`config.mk`:
```
export PLATFORM = sky130hd
export DESIGN_NAME = assembly_token_lexer
export DESIGN_NICKNAME = d
export VERILOG_FILES = /design/src/rtl/atl_pkg.sv /design/src/rtl/atl_front.sv /design/src/rtl/atl_engine.sv /design/src/rtl/atl_serial.sv /design/src/rtl/assembly_token_lexer.sv
export VERILOG_INCLUDE_DIRS = /design/src /design/src/rtl
export SDC_FILE = /design/constraint.sdc
export NUM_CORES = 2
export LEC_CHECK = 0
export BUFFER_PORTS_ARGS = -buffer_cell sky130_fd_sc_hd__buf_4
export CORE_UTILIZATION = 49
export CTS_CLUSTER_SIZE = 30
export DETAILED_ROUTE_END_ITERATION = 6
export GPL_TIMING_DRIVEN = 0
export PLACE_DENSITY_LB_ADDON = 0.1
export REMOVE_ABC_BUFFERS = 1
export SKIP_CTS_REPAIR_TIMING = 1
export SKIP_LAST_GASP = 1
export SLEW_MARGIN = 20
export SYNTH_ARGS = -nofsm -noshare
export SYNTH_HDL_FRONTEND = slang
export SYNTH_HIERARCHICAL = 1
export SYNTH_SLANG_ARGS = --single-unit
```
`constraint.sdc`:
```
create_clock -name clk -period 22.7 [get_ports clk]
set_clock_uncertainty 0.15 [all_clocks]
set_input_delay 1.135 -clock clk [delete_from_list [all_inputs] [get_ports clk]]
set_output_delay 1.135 -clock clk [all_outputs]
set_load 0.05 [all_outputs]
```
`src/rtl/assembly_token_lexer_assert.svh`:
```
// Assertion macros for the assembly token lexer.
// Used by the top level; expects signals clk and rst_n in scope.
`ifndef ASSEMBLY_TOKEN_LEXER_ASSERT_SVH
`define ASSEMBLY_TOKEN_LEXER_ASSERT_SVH

`ifndef ASSERT_OFF
`define ATL_ASSERT(lbl, prop, msg) \
  lbl: assert property (@(posedge clk) disable iff (!rst_n) prop) else $error(msg);
`define ATL_NEVER(lbl, cond, msg) \
  lbl: assert property (@(posedge clk) disable iff (!rst_n) !(cond)) else $error(msg);
`else
`define ATL_ASSERT(lbl, prop, msg)
`define ATL_NEVER(lbl, cond, msg)
`endif

`endif

```
`src/rtl/atl_pkg.sv`:
```
// Shared types for the assembly token lexer: byte classes, token kinds,
// result records and the result bundle. No dependencies.
package atl_pkg;

  localparam int OUT_IDX_W  = 32;
  localparam int OUT_LINE_W = 24;
  localparam int OUT_COL_W  = 16;
  localparam int MAX_RES    = 3;

  typedef enum logic [3:0] {
    C_LETTER, C_DIGIT, C_HASH, C_MINUS, C_DOLLAR, C_SEMI,
    C_COLON, C_LF, C_CR, C_BLANK, C_NUL, C_OTHER
  } cls_t;

  typedef enum logic [3:0] {
    K_DIR, K_NUM, K_REG, K_LABEL, K_IDENT, K_COMMENT, K_NEWLINE, K_ERROR, K_END
  } kind_t;

  typedef struct packed {
    cls_t cls;
    logic fin;
  } entry_t;

  typedef struct packed {
    kind_t                 kind;
    logic [OUT_IDX_W-1:0]  start;
    logic [OUT_IDX_W-1:0]  len;
    logic [OUT_LINE_W-1:0] line;
    logic [OUT_COL_W-1:0]  col;
  } tok_t;

  typedef struct packed {
    tok_t [MAX_RES-1:0] tok;
    logic [1:0]         cnt;
  } bundle_t;

endpackage

```
`src/rtl/atl_front.sv`:
```
// Front end: classifies incoming source bytes and queues them for the scanner.
// Depends on atl_pkg.
module atl_front import atl_pkg::*; (
  input  logic       clk,
  input  logic       rst_n,
  input  logic       push,
  output logic       full,
  input  logic [7:0] in_source_byte,
  input  logic       in_final_byte,
  output logic       q_valid,
  output entry_t     q_entry,
  input  logic       q_deq
);

  localparam int QD = 2;
  localparam int PW = $clog2(QD);

  entry_t          mem_r [QD];
  logic [PW-1:0]   wp_r, rp_r;
  logic [PW:0]     cnt_r;
  logic            wr;
  entry_t          new_entry;

  function automatic cls_t classify(input logic [7:0] c);
    cls_t r;
    if (c >= 8'h41 && c <= 8'h7A)      r = C_LETTER;
    else if (c >= 8'h30 && c <= 8'h39) r = C_DIGIT;
    else if (c == 8'h23)               r = C_HASH;
    else if (c == 8'h2D)               r = C_MINUS;
    else if (c == 8'h24)               r = C_DOLLAR;
    else if (c == 8'h3B)               r = C_SEMI;
    else if (c == 8'h3A)               r = C_COLON;
    else if (c == 8'h0A)               r = C_LF;
    else if (c == 8'h0D)               r = C_CR;
    else if (c == 8'h20 || c == 8'h09) r = C_BLANK;
    else if (c == 8'h00)               r = C_NUL;
    else                               r = C_OTHER;
    return r;
  endfunction

  assign full      = (cnt_r == (PW+1)'(QD));
  assign q_valid   = (cnt_r != '0);
  assign q_entry   = mem_r[rp_r];
  assign wr        = push && !full;
  assign new_entry = '{cls: classify(in_source_byte), fin: in_final_byte};

  always_ff @(posedge clk) begin
    if (wr) begin
      mem_r[wp_r] <= new_entry;
    end
  end

  always_ff @(posedge clk) begin
    if (!rst_n) begin
      wp_r  <= '0;
      rp_r  <= '0;
      cnt_r <= '0;
    end else begin
      if (wr) wp_r <= PW'(wp_r + 1'b1);
      if (q_deq) rp_r <= PW'(rp_r + 1'b1);
      cnt_r <= (PW+1)'(cnt_r + (PW+1)'(wr) - (PW+1)'(q_deq));
    end
  end

endmodule

```
`src/rtl/atl_engine.sv`:
```
// Scanner engine: runs the token state machine on one classified byte per cycle
// while its results are taken by the output stage. Depends on atl_pkg.
module atl_engine import atl_pkg::*; #(
  parameter int INDEX_BITS  = 32,
  parameter int LINE_BITS   = 24,
  parameter int COLUMN_BITS = 16
) (
  input  logic    clk,
  input  logic    rst_n,
  input  logic    q_valid,
  input  entry_t  q_entry,
  output logic    q_deq,
  output logic    bun_valid,
  output bundle_t bun,
  input  logic    bun_ready
);

  typedef enum logic [3:0] {
    M_IDLE, M_DIR0, M_DIR, M_MINUS, M_NUM, M_DOLLAR, M_REG, M_WORD, M_COMMENT, M_CR
  } mode_t;

  typedef logic [INDEX_BITS-1:0]  idx_t;
  typedef logic [LINE_BITS-1:0]   ln_t;
  typedef logic [COLUMN_BITS-1:0] col_t;

  mode_t mode_r, m;
  logic  stop_r, stop;
  idx_t  pos_r, pos, ps_r, ps, pl_r, pl;
  ln_t   line_r, ln, pln_r, pln;
  col_t  col_r, cl, pc_r, pc;
  logic  [1:0] n;
  tok_t  [MAX_RES-1:0] toks;
  logic  restart;
  cls_t  c;

  function automatic idx_t sat_idx(input idx_t v);
    return (&v) ? v : INDEX_BITS'(v + 1'b1);
  endfunction

  function automatic ln_t sat_ln(input ln_t v);
    return (&v) ? v : LINE_BITS'(v + 1'b1);
  endfunction

  function automatic col_t sat_col(input col_t v);
    return (&v) ? v : COLUMN_BITS'(v + 1'b1);
  endfunction

  function automatic tok_t mk_tok(input kind_t k, input idx_t s, input idx_t l,
                                  input ln_t lr, input col_t cr);
    tok_t t;
    t.kind  = k;
    t.start = OUT_IDX_W'(s);
    t.len   = OUT_IDX_W'(l);
    t.line  = OUT_LINE_W'(lr);
    t.col   = OUT_COL_W'(cr);
    return t;
  endfunction

  assign c = q_entry.cls;

  always_comb begin
    m       = mode_r;
    stop    = stop_r;
    pos     = pos_r;
    ln      = line_r;
    cl      = col_r;
    ps      = ps_r;
    pl      = pl_r;
    pln     = pln_r;
    pc      = pc_r;
    n       = '0;
    toks    = '0;
    restart = 1'b0;
    if (!stop_r) begin
      unique case (mode_r)
        M_DIR0, M_MINUS, M_DOLLAR: begin
          if ((mode_r == M_DIR0 && c == C_LETTER) || (mode_r != M_DIR0 && c == C_DIGIT)) begin
            m   = (mode_r == M_DIR0) ? M_DIR : (mode_r == M_MINUS) ? M_NUM : M_REG;
            pos = INDEX_BITS'(pos + 1'b1);
            cl  = sat_col(cl);
            pl  = sat_idx(pl);
          end else begin
            toks[n] = mk_tok(K_ERROR, ps, '0, pln, pc);
            n       = 2'(n + 1'b1);
            m       = M_IDLE;
            stop    = 1'b1;
          end
        end
        M_CR: begin
          if (c == C_LF) begin
            pos     = INDEX_BITS'(pos + 1'b1);
            cl      = sat_col(cl);
            pl      = sat_idx(pl);
            toks[n] = mk_tok(K_NEWLINE, ps, pl, pln, pc);
            n       = 2'(n + 1'b1);
            m       = M_IDLE;
            ln      = sat_ln(ln);
            cl      = '0;
          end else begin
            toks[n] = mk_tok(K_ERROR, ps, '0, pln, pc);
            n       = 2'(n + 1'b1);
            m       = M_IDLE;
            stop    = 1'b1;
          end
        end
        M_DIR, M_NUM, M_REG, M_COMMENT: begin
          if ((mode_r == M_DIR && c == C_LETTER) ||
              ((mode_r == M_NUM || mode_r == M_REG) && c == C_DIGIT) ||
              (mode_r == M_COMMENT && c != C_CR && c != C_LF && c != C_NUL)) begin
            pos = INDEX_BITS'(pos + 1'b1);
            cl  = sat_col(cl);
            pl  = sat_idx(pl);
          end else begin
            toks[n] = mk_tok((mode_r == M_DIR) ? K_DIR :
                             (mode_r == M_NUM) ? K_NUM :
                             (mode_r == M_REG) ? K_REG : K_COMMENT, ps, pl, pln, pc);
            n       = 2'(n + 1'b1);
            m       = M_IDLE;
            restart = 1'b1;
          end
        end
        M_WORD: begin
          if (c == C_LETTER || c == C_DIGIT) begin
            pos = INDEX_BITS'(pos + 1'b1);
            cl  = sat_col(cl);
            pl  = sat_idx(pl);
          end else if (c == C_COLON) begin
            pos     = INDEX_BITS'(pos + 1'b1);
            cl      = sat_col(cl);
            pl      = sat_idx(pl);
            toks[n] = mk_tok(K_LABEL, ps, pl, pln, pc);
            n       = 2'(n + 1'b1);
            m       = M_IDLE;
          end else begin
            toks[n] = mk_tok(K_IDENT, ps, pl, pln, pc);
            n       = 2'(n + 1'b1);
            m       = M_IDLE;
            restart = 1'b1;
          end
        end
        default: begin
          m       = M_IDLE;
          restart = 1'b1;
        end
      endcase

      // start a new token from this byte, skip a blank or flag a bad byte
      if (restart) begin
        unique case (c)
          C_HASH, C_MINUS, C_DIGIT, C_DOLLAR, C_LETTER, C_SEMI, C_LF, C_CR: begin
            unique case (c)
              C_HASH:   m = M_DIR0;
              C_MINUS:  m = M_MINUS;
              C_DIGIT:  m = M_NUM;
              C_DOLLAR: m = M_DOLLAR;
              C_LETTER: m = M_WORD;
              C_SEMI:   m = M_COMMENT;
              default:  m = M_CR;
            endcase
            ps  = pos;
            pln = ln;
            pc  = cl;
            pl  = idx_t'(1);
            pos = INDEX_BITS'(pos + 1'b1);
            cl  = sat_col(cl);
            if (c == C_LF) begin
              toks[n] = mk_tok(K_NEWLINE, ps, pl, pln, pc);
              n       = 2'(n + 1'b1);
              m       = M_IDLE;
              ln      = sat_ln(ln);
              cl      = '0;
            end
          end
          C_BLANK: begin
            pos = INDEX_BITS'(pos + 1'b1);
            cl  = sat_col(cl);
          end
          default: begin
            toks[n] = mk_tok(K_ERROR, pos, '0, ln, cl);
            n       = 2'(n + 1'b1);
            stop    = 1'b1;
          end
        endcase
      end

      // flush the pending token and close the stream on the last byte
      if (q_entry.fin && !stop) begin
        unique case (m)
          M_IDLE: begin
          end
          M_DIR, M_NUM, M_REG, M_WORD, M_COMMENT: begin
            toks[n] = mk_tok((m == M_DIR) ? K_DIR :
                             (m == M_NUM) ? K_NUM :
                             (m == M_REG) ? K_REG :
                             (m == M_WORD) ? K_IDENT : K_COMMENT, ps, pl, pln, pc);
            n       = 2'(n + 1'b1);
          end
          default: begin
            toks[n] = mk_tok(K_ERROR, ps, '0, pln, pc);
            n       = 2'(n + 1'b1);
            stop    = 1'b1;
          end
        endcase
        if (!stop) begin
          toks[n] = mk_tok(K_END, pos, '0, ln, cl);
          n       = 2'(n + 1'b1);
          stop    = 1'b1;
        end
        m = M_IDLE;
      end
    end
  end

  assign q_deq     = q_valid && ((n == '0) || bun_ready);
  assign bun_valid = q_valid && (n != '0);
  assign bun.tok   = toks;
  assign bun.cnt   = n;

  always_ff @(posedge clk) begin
    if (!rst_n) begin
      mode_r <= M_IDLE;
      stop_r <= 1'b0;
      pos_r  <= '0;
      line_r <= '0;
      col_r  <= '0;
      ps_r   <= '0;
      pl_r   <= '0;
      pln_r  <= '0;
      pc_r   <= '0;
    end else if (q_deq) begin
      mode_r <= m;
      stop_r <= stop;
      pos_r  <= pos;
      line_r <= ln;
      col_r  <= cl;
      ps_r   <= ps;
      pl_r   <= pl;
      pln_r  <= pln;
      pc_r   <= pc;
    end
  end

endmodule

```
`src/rtl/atl_serial.sv`:
```
// Output stage: holds one bundle of results and presents them one beat at a
// time on the result queue ports. Depends on atl_pkg.
module atl_serial import atl_pkg::*; (
  input  logic                  clk,
  input  logic                  rst_n,
  input  logic                  bun_valid,
  input  bundle_t               bun,
  output logic                  bun_ready,
  output logic                  empty,
  input  logic                  pop,
  output logic [3:0]            out_token_kind,
  output logic [OUT_IDX_W-1:0]  out_start_index,
  output logic [OUT_IDX_W-1:0]  out_token_length,
  output logic [OUT_LINE_W-1:0] out_line_number,
  output logic [OUT_COL_W-1:0]  out_column_number,
  output logic                  out_last_of_run
);

  tok_t [MAX_RES-1:0] tok_r;
  logic [1:0]         cnt_r, ptr_r;
  logic               last;
  tok_t               cur;

  assign empty             = (cnt_r == '0);
  assign last              = (ptr_r == 2'(cnt_r - 1'b1));
  assign bun_ready         = empty || (pop && last);
  assign cur               = tok_r[ptr_r];
  assign out_token_kind    = cur.kind;
  assign out_start_index   = cur.start;
  assign out_token_length  = cur.len;
  assign out_line_number   = cur.line;
  assign out_column_number = cur.col;
  assign out_last_of_run   = last;

  always_ff @(posedge clk) begin
    if (bun_valid && bun_ready) begin
      tok_r <= bun.tok;
    end
  end

  always_ff @(posedge clk) begin
    if (!rst_n) begin
      cnt_r <= '0;
      ptr_r <= '0;
    end else if (bun_valid && bun_ready) begin
      cnt_r <= bun.cnt;
      ptr_r <= '0;
    end else if (pop && !empty) begin
      if (last) begin
        cnt_r <= '0;
        ptr_r <= '0;
      end else begin
        ptr_r <= 2'(ptr_r + 1'b1);
      end
    end
  end

endmodule

```
`src/rtl/assembly_token_lexer.sv`:
```
// Top level of the assembly token lexer: front queue, scanner engine, output stage.
// Depends on atl_pkg, atl_front, atl_engine, atl_serial and the assert macros.
//
//   channel  | handshake         | payload
//   ---------+-------------------+---------------------------------------------
//   input    | push / full       | in_source_byte, in_final_byte
//   result   | empty / pop       | out_token_kind, out_start_index, out_token_length,
//            |                   | out_line_number, out_column_number, out_last_of_run
//
// The scanner takes one byte per cycle from a two-entry front queue, while the
// output stage takes its results. A byte that causes k results holds the output
// stage for k beats; bytes that cause none pass without waiting on it. A byte is
// registered in the front queue, and its results in the output stage.
// Reset (rst_n low at a clock edge) returns to line 0, column 0, offset 0.
// A stalled result side fills the front queue and then raises full.
`include "assembly_token_lexer_assert.svh"

module assembly_token_lexer import atl_pkg::*; #(
  parameter int INDEX_BITS  = 32,
  parameter int LINE_BITS   = 24,
  parameter int COLUMN_BITS = 16
) (
  input  logic                  clk,
  input  logic                  rst_n,
  input  logic                  push,
  output logic                  full,
  input  logic [7:0]            in_source_byte,
  input  logic                  in_final_byte,
  output logic                  empty,
  input  logic                  pop,
  output logic [3:0]            out_token_kind,
  output logic [OUT_IDX_W-1:0]  out_start_index,
  output logic [OUT_IDX_W-1:0]  out_token_length,
  output logic [OUT_LINE_W-1:0] out_line_number,
  output logic [OUT_COL_W-1:0]  out_column_number,
  output logic                  out_last_of_run
);

  logic    q_valid, q_deq;
  entry_t  q_entry;
  logic    bun_valid, bun_ready;
  bundle_t bun;

  atl_front u_front (
    .clk            (clk),
    .rst_n          (rst_n),
    .push           (push),
    .full           (full),
    .in_source_byte (in_source_byte),
    .in_final_byte  (in_final_byte),
    .q_valid        (q_valid),
    .q_entry        (q_entry),
    .q_deq          (q_deq)
  );

  atl_engine #(
    .INDEX_BITS  (INDEX_BITS),
    .LINE_BITS   (LINE_BITS),
    .COLUMN_BITS (COLUMN_BITS)
  ) u_engine (
    .clk       (clk),
    .rst_n     (rst_n),
    .q_valid   (q_valid),
    .q_entry   (q_entry),
    .q_deq     (q_deq),
    .bun_valid (bun_valid),
    .bun       (bun),
    .bun_ready (bun_ready)
  );

  atl_serial u_serial (
    .clk               (clk),
    .rst_n             (rst_n),
    .bun_valid         (bun_valid),
    .bun               (bun),
    .bun_ready         (bun_ready),
    .empty             (empty),
    .pop               (pop),
    .out_token_kind    (out_token_kind),
    .out_start_index   (out_start_index),
    .out_token_length  (out_token_length),
    .out_line_number   (out_line_number),
    .out_column_number (out_column_number),
    .out_last_of_run   (out_last_of_run)
  );

  `ATL_ASSERT(a_stop_is_last, (pop && !empty && (out_token_kind == K_END || out_token_kind == K_ERROR)) |-> out_last_of_run, "end or error result is not last of its run")
  `ATL_ASSERT(a_quiet_after_end, (pop && !empty && out_token_kind == K_END) |=> empty, "result seen after end marker")
  `ATL_NEVER(a_no_drop, q_deq && bun_valid && !bun_ready, "byte consumed while its results were refused")

endmodule

```
After elaboration in Yosys (flattened, before gate mapping) --
Memory sizes are Yosys's and may differ from the RTL's. A register that Yosys moved wholly into a read port is not among the register bits. Index checks and enable logic that the tools add are counted.
Cells by class: $add $sub $neg 16, multiply operators 0, div/mod/pow operators 0, $lt $le $gt $ge 11, equal/unequal tests 38, shifts and indexed selects 0, multiplexer cells 149, bitwise operators 2, reduce and logical (&&, ||, !) cells 54
Operators with widths (number):
- 324-bit two-way mux | 7
- 324-bit bitwise mux | 5
- 324-bit one-hot mux with 2 select lines | 2
- 108-bit two-way mux | 7
- 32-bit two-way mux | 21
- 108-bit demux with 2-bit select | 3
- 108-bit one-hot mux with 4 select lines | 1
- 24-bit two-way mux | 12
- 32-bit one-hot mux with 4 select lines | 2
- 16-bit two-way mux | 14
- 108-bit binary-select mux with 2-bit select | 1
- 107-bit two-way mux | 2
- 105-bit two-way mux | 1
- 32-bit by 1-bit adder with 32-bit output (second input constant) | 3
- 4-bit two-way mux | 24
- 16-bit one-hot mux with 4 select lines | 1
- 24-bit by 1-bit adder with 24-bit output (second input constant) | 2
- 8-bit by 6-bit equality test with 1-bit output (second input constant) | 6
- 24-bit AND reduction | 2
- 4-bit by 3-bit equality test with 1-bit output (second input constant) | 11
- 16-bit by 1-bit adder with 16-bit output (second input constant) | 2
- 16-bit one-hot mux with 2 select lines | 1
- 16-bit AND reduction | 2
- 32-bit AND reduction | 1
- other kinds (45) | 137
Storage, ports and cells: register bits after elaboration 513, bits in latches 0, bits in writable memories 10, bits in read-only memories 0, bits of input ports 13, output and inout bits 111, memories 1
Memories:
- u_front.mem_r | depth 2, bits a word 5, read ports 1, clocked after memory_dff 1, wr ports 1, RTL line atl_front.sv:18 | entry_t mem_r [QD];

Logic depth before layout (Yosys ltp) --
word-level depth 26, gate-level depth with buffers 30, depth with buffers taken out 26

Cells and area by module --
Netlist, hierarchy kept.
By module, submodules not included:
- atl_engine | instances 1, cells an instance 3109, area an instance 20789.9 um^2, sequential area each 3623.5 um^2
- atl_serial | instances 1, cells an instance 722, area an instance 12278.0 um^2, sequential area each 9809.4 um^2
- atl_front | instances 1, cells an instance 84, area an instance 875.8 um^2, sequential area each 400.4 um^2

Worst setup path after synthesis --
Ideal clock, no wire load.
path kind flip-flop to flip-flop, start point register with a tool-made name, end point register u_serial/tok_r[0] in the netlist's numbering, enable pin, data arrival time 19427 ps, required time 21528 ps, slack 2101 ps, cell stages (with the launch flop) 27, path buffers 5, period minus slack after synthesis 20599 ps, cell sequence dfxtp_1 -> mux2_2 -> buf_2 -> and2_1 -> o21a_2 -> o31ai_2 -> nor2_1 -> inv_1 -> clkbuf_1 -> clkbuf_1 -> buf_1 -> ha_1 -> nand2_1 -> nand3_1 -> a221oi_2 -> a221oi_4 -> nand3_1 -> clkbuf_1 -> nand2_1 -> ha_1 -> nand4b_1 -> a2bb2oi_1 -> a31oi_2 -> a21oi_1 -> nor2b_1 -> nand2_1 -> o31ai_2
RTL lines:
- to (signal assigned) | RTL line atl_serial.sv:37 | tok_r <= bun.tok;
- to (decl) | RTL line atl_serial.sv:19 | tok_t [MAX_RES-1:0] tok_r;

==> results_dict.tcl <==
set metrics [dict create \
    synth_xor_xnor_area_share_pct 4.14 \
    syn_area_sq_um 33900 \
    numCtsBuffers 58 \
    netlist_instances 3915 \
    path_max_fanout 31 \
    gp_congestion 0.930 \
    routed_wl_um 117000 \
    vias_per_cell 6.49 \
    synth_seq_cells 524 \
    finalCritPeriodShare_pct 41.9 \
    utilization_pct 56.3 \
    synth_area_per_cell_sq_um 8.67 \
    cpMaxStageDelayCell "nand3_2" \
    cts_root_buf "clkbuf_16" \
    path_class "reg2reg" \
    crit_top_cell "buf_6" \
    vdd_drop_max_uv 147 \
    hold_violations 0 \
    drc 0 \
    pwr-share-comb_pct 60.0 \
    firstDrtPassIters 7 \
    area_growth_pct 13.8 \
    holdCritPathClass "reg2reg" \
    io_buffers 123 \
    synth_top_family_by_area "compound AO/OA/AOI/OAI gates" \
    dieArea_sq_um 70300 \
    drive_above_1_share_pct 13.2 \
    clk_path_buf_depth 3 \
    start_util_pct 49.5 \
    yosysWarningCount 6 \
    p_leak_nw 12.2 \
    start_kind "flop" \
    synth_top_area_share_pct 29.5 \
    crit_arrival_ps 9680 \
    via_count 31584 \
    r2r-end "u_serial/tok_r[95]" \
    worstHoldPathCells 2 \
    yosys.area_share.simple_pct 19.9 \
    cap_violations 0 \
    grt_pass1_wl_um 177000 \
    synth_async_sr_flop_share_pct 0 \
    run_status "completed" \
    diodes 0 \
    synthDistinctLibCells 124 \
    detail-route-antenna-nets 0 \
    required_ps 22880 \
    synthMuxAreaShare_pct 4.85 \
    slew_headroom_pct 26.5 \
    cellPowerDensity_nw_per_um2 177 \
    final_cell_area_sq_um 38600 \
    swShare_pct 50.4 \
    core_area_sq_um 68600 \
    cp_slowest_stage_delay_ps 830 \
    synth-edff-count 334 \
    die_h_um 265 \
    yosys.area.top_type "edfxtp_1" \
    synth_area_leaders "edfxtp_1, dfxtp_1, nand2_1" \
    fill_cells 6181 \
    switchingPower_mw 3.45 \
    endpoint_kind "flop" \
    grt_max_degree 97 \
    reg2reg_slack_ps 13200 \
    dieWidth_um 265 \
    first_iter_violations 3901 \
    clock.fmax_ghz 0.105 \
    worstRegToRegCells 29 \
    ys.flop_type "edfxtp_1" \
    synth_fa_ha_area_share_pct 0.516 \
    rsz0062_at_grt "no" \
    cts_tree "yes" \
    synth-compound-area-share_pct 23.5 \
    grt_pass1_vias 28936 \
    ys_seq_area_share_pct 40.8 \
    slew_viol_final 0 \
    postPlaceCellArea_sq_um 36600 \
    cts.clk_slew.worst_paths_ps 60 \
    period_minus_slack_ps 9500 \
    whs_endpoint "u_engine/ps_r[4]" \
    fp-row-count 96 \
    htree_levels 2 \
    grt.total_usage_pct 32.5 \
    wl_per_cell_um 24.1 \
    hpwlAfterDp_um 78600 \
    fin_nets 3911 \
    setup_violations 0 \
    grt-ovfl-total 0 \
    clock_latency_ps 640 \
    intPower_mw 3.40 \
    clock-sinks 524 \
    clkPwrFrac_pct 14.6 \
    tightest_slew_ps 1100 \
    seqPwrFrac_pct 25.4 \
    antenna_found_initial 1 \
    pin_count 124 \
    worstHoldStart "u_engine/ps_r[4]" \
]
## cell usage in the layout, fill, tap and decap left out, types with 18 or more instances in the layout
cell type and count:
a211oi_1 70, a21oi_1 393, a221oi_1 76, a22oi_1 53, a31oi_1 27, and2_1 29
and3_1 37, buf_12 18, buf_16 35, buf_4 126, buf_6 32, clkbuf_16 58
conb_1 62, dfxtp_1 187, edfxtp_1 334, inv_1 52, mux2_2 34, mux2i_1 125
nand2_1 528, nand2b_1 24, nand3_1 117, nand4_1 52, nor2_1 292, nor2b_1 18
nor3_1 89, nor4_1 25, o21a_1 20, o21ai_0 296, o21ai_1 23, o22ai_1 49
o31ai_1 21, or3_1 27, xnor2_1 103, xor2_1 50
## kinds of logic after synthesis
kind of cell / Yosys count
compound gates: 1241
simple gates: 1380
other cells: 1
mux: 160
fa+ha+maj: 14
buf+inv: 438
flops: 524
xor+xnor: 157
## metal layers
metal / vias to the layer above / part of all wire (%) / GRT usage [%]
li1: 14402 / - / -
met1: 15067 / 42 / 44.8
met2: 1787 / 44 / 49.8
met3: 326 / 10 / 6.06
met4: 2 / 4.4 / 13.7
met5: - / 0.011 / 0
## synthesized netlist by cell type (14+ instances only)
| cell | n |
|---|---|
| nand2b_1 | 24 |
| nand2_1 | 535 |
| o211ai_1 | 14 |
| o22ai_1 | 49 |
| nor2_1 | 298 |
| mux2i_1 | 125 |
| xor2_1 | 50 |
| buf_1 | 17 |
| or3_1 | 27 |
| nor4_2 | 14 |
| nor4_1 | 27 |
| o21a_1 | 20 |
| a211oi_1 | 70 |
| ha_1 | 14 |
| a21oi_1 | 398 |
| edfxtp_1 | 334 |
| mux2_2 | 34 |
| buf_2 | 69 |
| nor2b_1 | 19 |
| a2111oi_0 | 17 |
| nor3_1 | 91 |
| xnor2_1 | 103 |
| and2_1 | 30 |
| o21ai_0 | 297 |
| dfxtp_1 | 190 |
| o21ai_1 | 24 |
| a22oi_1 | 53 |
| a31oi_1 | 27 |
| o31ai_1 | 21 |
| nand4_1 | 52 |
| and3_1 | 41 |
| nand3_1 | 121 |
| clkbuf_1 | 195 |
| a221oi_1 | 76 |
| buf_4 | 89 |
| inv_1 | 54 |
## state kept, by name, summed over array words and instances (netlist names), named ones only
name             cells
u_serial/tok_r     324
u_engine/pl_r       32
u_engine/pos_r      32
u_engine/ps_r       32
u_engine/line_r     24
u_engine/pln_r      24
u_engine/col_r      16
u_engine/pc_r       16
u_front/mem_r       10
u_engine/mode_r      4
u_front/cnt_r        2
u_serial/cnt_r       2
u_serial/ptr_r       2
u_engine/stop_r      1
u_front/rp_r         1
u_front/wp_r         1
## area by class of cell
type	instances	area [sq um]	share of cell area, %
multi-input combinational	3014	18500	47.9
sequential	524	13800	35.8
clock inverter	33	433	1.12
inverter	57	226	0.586
tap	931	1160	3.02
timing repair buffer	229	2890	7.48
clock buffer	77	1570	4.07
## critical path: cells and delay by family (launching register included)
family / cells / cell delay (ps)
and+or+nand+nor: 9 / 2940
AOI/OAI and AO/OA: 8 / 2290
buffers and inverters: 9 / 2100
adders and majority gates: 2 / 670
muxes: 1 / 540
DFF: 1 / 430
## per-stage QoR
step	hold WS, ps	total power, mW	setup slack [ps]	cells	TNS, ps
2_1_floorplan	296	4.26	1910	3595	0
3_3_place_gp	305	5.69	-7440	4649	-2396810
3_5_place_dp	312	5.77	13460	4755	0
4_1_cts	320	6.77	13460	4865	0
5_1_grt	335	7.11	12930	4865	0
6_report	317	6.85	13200	4865	0
## power groups by stage
stage                     sequential [mW]  clock [mW]  combinational, mW
after floorplan                      2.02           0               2.23
after global placement               2.21           0               3.48
after detailed placement             1.75           0               4.01
after CTS                            1.73        1.01               4.02
after global routing                 1.77        1.05               4.29
final                                1.74        1.00               4.11
## how the worst max path moves through the flow
stage | slack [ps] | start | to
4_1_cts | 13460 | flop | u_serial/tok_r[203]
3_3_place_gp | -7440 | flop | u_serial/tok_r[127]
3_5_place_dp | 13460 | flop | u_serial/tok_r[311]
2_1_floorplan | 1910 | flop | u_serial/tok_r[0]
6_report | 13200 | flop | u_serial/tok_r[95]
5_1_grt | 12930 | flop | u_serial/tok_r[95]
No activity file was read; power rests on OpenSTA's default activity.
